File: config.mk
export PLATFORM = sky130hd
export DESIGN_NAME = sdd_scan
export DESIGN_NICKNAME = d
export VERILOG_FILES = /design/src/stream_deduplicator_top_macros.svh /design/src/sdd_pkg.sv /design/src/sdd_scan.sv
export SDC_FILE = /design/constraint.sdc
export NUM_CORES = 1
export LEC_CHECK = 0
export CORE_ASPECT_RATIO = 1.5
export CORE_MARGIN = 2
export CORE_UTILIZATION = 45
export CTS_CLUSTER_DIAMETER = 80
export DETAILED_ROUTE_END_ITERATION = 16
export DONT_BUFFER_PORTS = 1
export HOLD_SLACK_MARGIN = 0.03
export PLACE_DENSITY_LB_ADDON = 0.05
export SLEW_MARGIN = 10
export SYNTH_ARGS = -nofsm -noshare
export SYNTH_HDL_FRONTEND = slang
export SYNTH_SLANG_ARGS = --single-unit
File: constraint.sdc
create_clock -name i_clk -period 5.6 [get_ports i_clk]
set_input_delay 1.12 -clock i_clk [delete_from_list [all_inputs] [get_ports i_clk]]
set_output_delay 1.12 -clock i_clk [all_outputs]
set_load 0.005 [all_outputs]
File: src/stream_deduplicator_top_macros.svh
// Assertion macros shared by the deduplicator RTL.
`ifndef STREAM_DEDUPLICATOR_TOP_MACROS_SVH
`define STREAM_DEDUPLICATOR_TOP_MACROS_SVH

// Same-cycle implication, checked outside reset.
`define SDD_ASSERT_NOW(label, clk, rst_n, ante, cons) \
    label: assert property (@(posedge clk) disable iff (!rst_n) (ante) |-> (cons)) \
        else $error("deduplicator check failed");

// Next-cycle implication, checked outside reset.
`define SDD_ASSERT_NEXT(label, clk, rst_n, ante, cons) \
    label: assert property (@(posedge clk) disable iff (!rst_n) (ante) |=> (cons)) \
        else $error("deduplicator check failed");

`endif

File: src/sdd_pkg.sv
// Shared types and constants for the stream deduplicator.
package sdd_pkg;

    localparam int DefTableDepth = 256;
    localparam int DefValueWidth = 32;
    localparam int DataW         = 32;
    localparam int CountOutW     = 9;

    typedef struct packed {
        logic [DataW-1:0] value;
        logic             first_item;
        logic             last_item;
    } t_in_item;

    typedef struct packed {
        logic [DataW-1:0]     value_out;
        logic                 is_new;
        logic [CountOutW-1:0] unique_count;
        logic                 table_full;
        logic                 run_end;
    } t_out_item;

endpackage

File: src/sdd_scan.sv
// Scan controller: walks the stored entries, appends new values, builds the result.
module sdd_scan
    import sdd_pkg::*;
#(
    parameter int TableDepth = DefTableDepth,
    parameter int StoreW     = DefValueWidth,
    parameter int AddrW      = 8,
    parameter int CntW       = 9
) (
    input  logic              i_clk,
    input  logic              i_rst_n,
    input  logic              i_in_valid,
    output logic              o_in_stall,
    input  t_in_item          i_in_item,
    output logic              o_res_valid,
    output t_out_item         o_res_item,
    input  logic              i_res_take,
    output logic              o_rd_en,
    output logic [AddrW-1:0]  o_rd_addr,
    input  logic [StoreW-1:0] i_rd_data,
    output logic              o_wr_en,
    output logic [AddrW-1:0]  o_wr_addr,
    output logic [StoreW-1:0] o_wr_data
);

    typedef enum logic [1:0] {
        S_IDLE,
        S_SCAN,
        S_DONE
    } t_state;

    localparam logic [CntW-1:0] DepthC = CntW'(TableDepth);

    t_state            r_state,   n_state;
    logic [CntW-1:0]   r_count,   n_count;
    logic [CntW-1:0]   r_idx,     n_idx;
    logic              r_cmp_vld, n_cmp_vld;
    logic [StoreW-1:0] r_value,   n_value;
    logic              r_last,    n_last;
    t_out_item         r_res,     n_res;

    logic              hit;
    logic              is_new;
    logic              full;
    logic [CntW-1:0]   cnt_after;
    logic [31:0]       cnt_ext;

    // Compare the entry read last cycle
    assign hit = r_cmp_vld && (i_rd_data == r_value);

    always_comb begin
        n_state   = r_state;
        n_count   = r_count;
        n_idx     = r_idx;
        n_cmp_vld = 1'b0;
        n_value   = r_value;
        n_last    = r_last;
        n_res     = r_res;
        o_rd_en   = 1'b0;
        o_wr_en   = 1'b0;
        is_new    = !hit;
        full      = 1'b0;
        cnt_after = r_count;
        cnt_ext   = '0;

        case (r_state)
            S_IDLE: begin
                // Latch the transaction; first element restarts the table
                if (i_in_valid) begin
                    n_value = i_in_item.value[StoreW-1:0];
                    n_last  = i_in_item.last_item;
                    n_idx   = '0;
                    if (i_in_item.first_item) begin
                        n_count = '0;
                    end
                    n_state = S_SCAN;
                end
            end
            S_SCAN: begin
                if (hit || (r_idx == r_count)) begin
                    // Finish: append a new value while there is room
                    full = is_new && (r_count == DepthC);
                    if (is_new && !full) begin
                        o_wr_en   = 1'b1;
                        cnt_after = r_count + CntW'(1);
                    end
                    n_count            = cnt_after;
                    cnt_ext            = 32'(cnt_after);
                    n_res.value_out    = DataW'(r_value);
                    n_res.is_new       = is_new;
                    n_res.unique_count = cnt_ext[CountOutW-1:0];
                    n_res.table_full   = full;
                    n_res.run_end      = r_last;
                    n_state            = S_DONE;
                end else begin
                    // Advance to the next stored entry
                    o_rd_en   = 1'b1;
                    n_idx     = r_idx + CntW'(1);
                    n_cmp_vld = 1'b1;
                end
            end
            S_DONE: begin
                // Hold the result until the output stage takes it
                if (i_res_take) begin
                    n_state = S_IDLE;
                end
            end
            default: begin
                n_state = S_IDLE;
            end
        endcase
    end

    always_ff @(posedge i_clk) begin
        if (!i_rst_n) begin
            r_state   <= S_IDLE;
            r_count   <= '0;
            r_cmp_vld <= 1'b0;
        end else begin
            r_state   <= n_state;
            r_count   <= n_count;
            r_cmp_vld <= n_cmp_vld;
        end
        r_idx   <= n_idx;
        r_value <= n_value;
        r_last  <= n_last;
        r_res   <= n_res;
    end

    assign o_in_stall  = (r_state != S_IDLE);
    assign o_res_valid = (r_state == S_DONE);
    assign o_res_item  = r_res;
    assign o_rd_addr   = r_idx[AddrW-1:0];
    assign o_wr_addr   = r_count[AddrW-1:0];
    assign o_wr_data   = r_value;

endmodule

Yosys cells after proc, flatten, opt, wreduce, memory -nomap -nowiden. Index checks and enable logic that the tools add are counted.

Output and inout port bits: 96. Input port bits: 70. Logic and storage cells: 54. Flip-flop bits (word level): 98.

Add/sub/neg operators: 2. Reduce and logical (&&, ||, !) cells: 14. Equal/unequal tests: 10. Mux-type cells: 17.

Operators with widths (count): 9-bit 2-to-1 mux (6); 9-bit case mux with 2 select lines (2); 32-bit == test (1); 9-bit by 1-bit adder with 9-bit output (second input constant) (2); 9-bit == test (1); 9-bit == test (second input constant) (1); 2-bit != test (second input constant) (4); 2-bit 2-to-1 mux (3); 2-bit case mux with 3 select lines (1); 3-bit AND reduction (2); 1-bit 2-to-1 mux (5); 2-bit AND reduction (2); 4-bit AND reduction (1); 2-bit nonzero test (2); 1-bit logical AND (3); 2-bit by 1-bit == test with 1-bit output (second input constant) (1); 2-bit == test (second input constant) (1); 1-bit zero test (2); 2-bit zero test (1); 2-bit by 1-bit != test with 1-bit output (second input constant) (1); 1-bit logical OR (1).

Longest topological paths before layout.
Depth in word-level cells: 9. Gate-level depth with buffers: 8. Depth with buffers taken out: 8.

Worst setup path after synthesis. OpenSTA, ideal clock, no wires.

Kind: input to register. Start point: in i_rd_data[8]. End point: reg r_res, in the netlist o_res_item[0] (enable). Path buffers: 1. Stages: 6. Path slack: 0.474 ns. Arrival: 4.664 ns. Path through: xnor2_1 -> nand2_1 -> or4b_1 -> or4_4 -> buf_6 -> a21oi_1.

Longest elaborated chain between the ends: 4.

RTL lines: start: declaration (line sdd_scan.sv:20) `input logic [StoreW-1:0] i_rd_data,`; 32-bit == test (line sdd_scan.sv:49) `assign hit = r_cmp_vld && (i_rd_data == r_value);`; 1-bit logical AND (line sdd_scan.sv:49); 1-bit logical OR (line sdd_scan.sv:80) `if (hit || (r_idx == r_count)) begin`; 2-bit AND reduction (no line); end signal: assignment (line sdd_scan.sv:127) `r_res <= n_res;`; end: declaration (line sdd_scan.sv:40) `t_out_item r_res, n_res;`.

Every way passes these cells. A chain may end at the register's enable or synchronous reset.

Worst setup path after layout.
Start point: in i_rd_data[8]. End point: out o_rd_en.

Longest elaborated chain between the ends: 5.

RTL lines: 32-bit == test (line sdd_scan.sv:49); 1-bit logical AND (line sdd_scan.sv:49); 1-bit logical OR (line sdd_scan.sv:80); 1-bit 2-to-1 mux (line sdd_scan.sv:80); 1-bit 2-to-1 mux (line sdd_scan.sv:66) `case (r_state)`; end: declaration (line sdd_scan.sv:18) `output logic o_rd_en,`.

Every way passes these cells.

==> metrics.txt <==
list of most frequent post-synthesis cells edfxtp_1 (86), xor2_1 (38), buf_4 (16), nor2_1 (16); Leak 1.49 nW; Detail Placement HPWL 7.24 mm; CTS Buf Count 9; top cell type's share of synthesized area 0.611; layout cells sized above 1 0.0839; Netlist cell types 47; sw frac 0.227; fin crit share 0.700; max-cap viol count 0; GPL Wtd Cong 0.745; antenna-violating nets left 0; mux cell area share after synthesis 0.00592; Initial Utilization 0.460; I/O Buffers 0; die extent in y 123 microns; Post-Syn Area per Cell 13.8 sq um; Synth Net Count 379; Die W 83.1 microns; Setup Buffers After CTS 0; HP Class flip-flop to flip-flop; Worst Path Required 4.48 ns; drt drc 0; IO Pins 166; crit path cell chain xnor2_1 -> nand2_1 -> or4b_1 -> or4_4 -> nand2_1 -> nor2_1; WL per Instance 22.9 microns; Rows 43; fillcell total 801; CTS root buffer clkbuf_16; synthesized flop and latch total 98; FF/Latch Area 2820 sq um; Antenna Cells 0; DP Area 4230 sq um; register area share after synthesis 0.668; Synth area leader edfxtp_1; drt pass-1 iters 4; EDFF count, synth 86; crit path capture type output pin; maximum clock rate 255 MHz; most common cell in the netlist edfxtp_1; Worst-Margin Slew 0.989 ns; worst skew pair latency 0.33 ns; adder-cell share of the synthesized area 0.00888; clock skew 0.00725 ns; most numerous cell on the critical path nand2_1; overall routing resource usage 0.185; Post-Route WL 9.40 mm; peak supply drop 0.000224 V; multi-input logic area 1220 sq um; Clk pwr share 0.401; XOR/XNOR share of the synthesized area 0.108; Vias/cell 5.67; htree depth 3; setup TNS 0 ns; Reg power frac 0.535; post-synthesis cell count 306; antenna violations before repair 0; CTS max path bufs 2; Tmin final 3.92 ns; TritonCTS clock tree done; startpoint class of the critical path input pin; largest net degree at the start of global routing 34; highest-delay cell along the critical path or4_4; area grow syn2layout 7.55%; DIE AREA 10,200 sq um; Async S/R FF share, synth 0; vias in the first global route 2,508; post-synthesis simple-gate area fraction 0.111; Comb power frac 0.064; Int Pwr 0.00127 W; synth warn 0; critical path class input pin to output pin; Post-Syn Area 4230 sq um; core area 9200 sq um; Vias 2,326; Clock Sink Count 98; CP max stage delay 0.60 ns; top cells by area, synth edfxtp_1 (61%), xor2_1 (7.9%), dfxtp_1 (5.7%); P_sw 0.000372 W; final hold viol count 0; post-CTS sizing 0; Nets 366; global-route wire length before repair 14.1 mm; status finished, final reports clean; RSZ-0062 raised after global routing false; Compound-Gate Fraction of Synth Area 0.0515; largest family of logic cells by synthesized area simple AND/OR/NAND/NOR gates; fin. max-slew vios 0; Arr. time, crit path 2.80 ns; grt ovf 0; finished layout cell area 4550 sq um; peak fanout along the critical path 11; Final setup viols 0; initial drt markers 101; Top FF cell, synth edfxtp_1; power per cell area 361 nW/um^2; Rel. slew slack 0.341; Worst-path clk slew 0.07 ns; hold-fix buffer count after cts 0
area by class of cell:
class	instances	share of cell area
clock buffers	10	0.0504
clock inverters	6	0.0198
inverters	9	0.00743
multi-input cells	174	0.269
flip-flops and latches	98	0.621
well taps	112	0.0308
repair buffers	1	0.00165
logic make-up (layout without fill, tap and decap cells):
family,count (synthesis),in the layout
DFF,98,98
and+or+nand+nor,86,86
xor gates and xnor gates,52,52
buffers and inverters,34,26
AOI/OAI and AO/OA,31,31
adders and majority gates,3,3
muxes,2,2
power groups by stage:
stage	clock (W)	combinational, W	sequential, W
6_report	0.000657	0.000105	0.000878
5_1_grt	0.000698	0.000119	0.000883
4_1_cts	0.000670	0.000107	0.000879
3_5_place_dp	0	0.000107	0.000896
2_1_floorplan	0	0.0000972	0.000877
3_3_place_gp	0	0.000105	0.000894
routing by layer:
layer,vias up,global-route usage,share of wire
li1,1091,-,-
met4,0,0.0748,0.023
met1,1118,0.178,0.34
met3,16,0.0740,0.072
met2,101,0.348,0.57
met5,-,0,0
stage by stage:
step | setup WS, ns | cells | hold slack [ns] | power [W] | utilization
2_1_floorplan | 0.474 | 306 | 0.400 | 0.000974 | -
3_3_place_gp | 1.60 | 394 | 0.406 | 0.00100 | 0.460
3_5_place_dp | 1.54 | 394 | 0.418 | 0.00100 | 0.460
4_1_cts | 1.65 | 410 | 0.435 | 0.00166 | 0.494
5_1_grt | 1.58 | 410 | 0.452 | 0.00170 | 0.494
6_report | 1.68 | 410 | 0.437 | 0.00164 | 0.494
placed cells by master (no fill, tap or decap), types with 2 or more instances in the layout:
master / n
xor2_1: 38
o21a_1: 2
clkinv_1: 2
dfxtp_1: 12
a21oi_1: 6
nor2_1: 15
bufinv_16: 2
edfxtp_1: 86
o311ai_1: 2
a22o_1: 3
inv_1: 7
nand4_1: 5
nor4_1: 14
a21oi_4: 2
o21ai_0: 4
nand3_1: 12
xnor2_1: 14
o31ai_1: 3
ha_1: 3
nor3_1: 4
and2_1: 3
clkbuf_16: 9
nand2_1: 14
or3_1: 5
nor2b_1: 3
o21ai_1: 2
a31oi_1: 2
worst paths after layout:
path              slack, ns                        to                    from  cells after the start
setup / recovery       1.68                   o_rd_en            i_rd_data[8]                      6
hold reg to reg        0.44   o_res_item[0]$_DFFE_PP_        r_last$_DFFE_PP_                      0
setup reg to reg       2.21  o_res_item[16]$_DFFE_PP_  o_wr_data[8]$_DFFE_PP_                      6
hold / removal         0.44   o_res_item[0]$_DFFE_PP_        r_last$_DFFE_PP_                      0
flip-flops by register name, summed over array words and instances, names as in the netlist:
| signal | flops |
|---|---|
| r_last | 1 |
| o_wr_data | 32 |
| r_cmp_vld | 1 |
| o_res_item | 44 |
| r_idx | 9 |
| r_count | 9 |
| r_state | 2 |
worst max-delay path: cells and delay by family:
kind | cells | cell delay, ns
AND/OR/NAND/NOR | 5 | 1.50
XOR/XNOR | 1 | 0.18
Power figures use the tool's default switching activity.
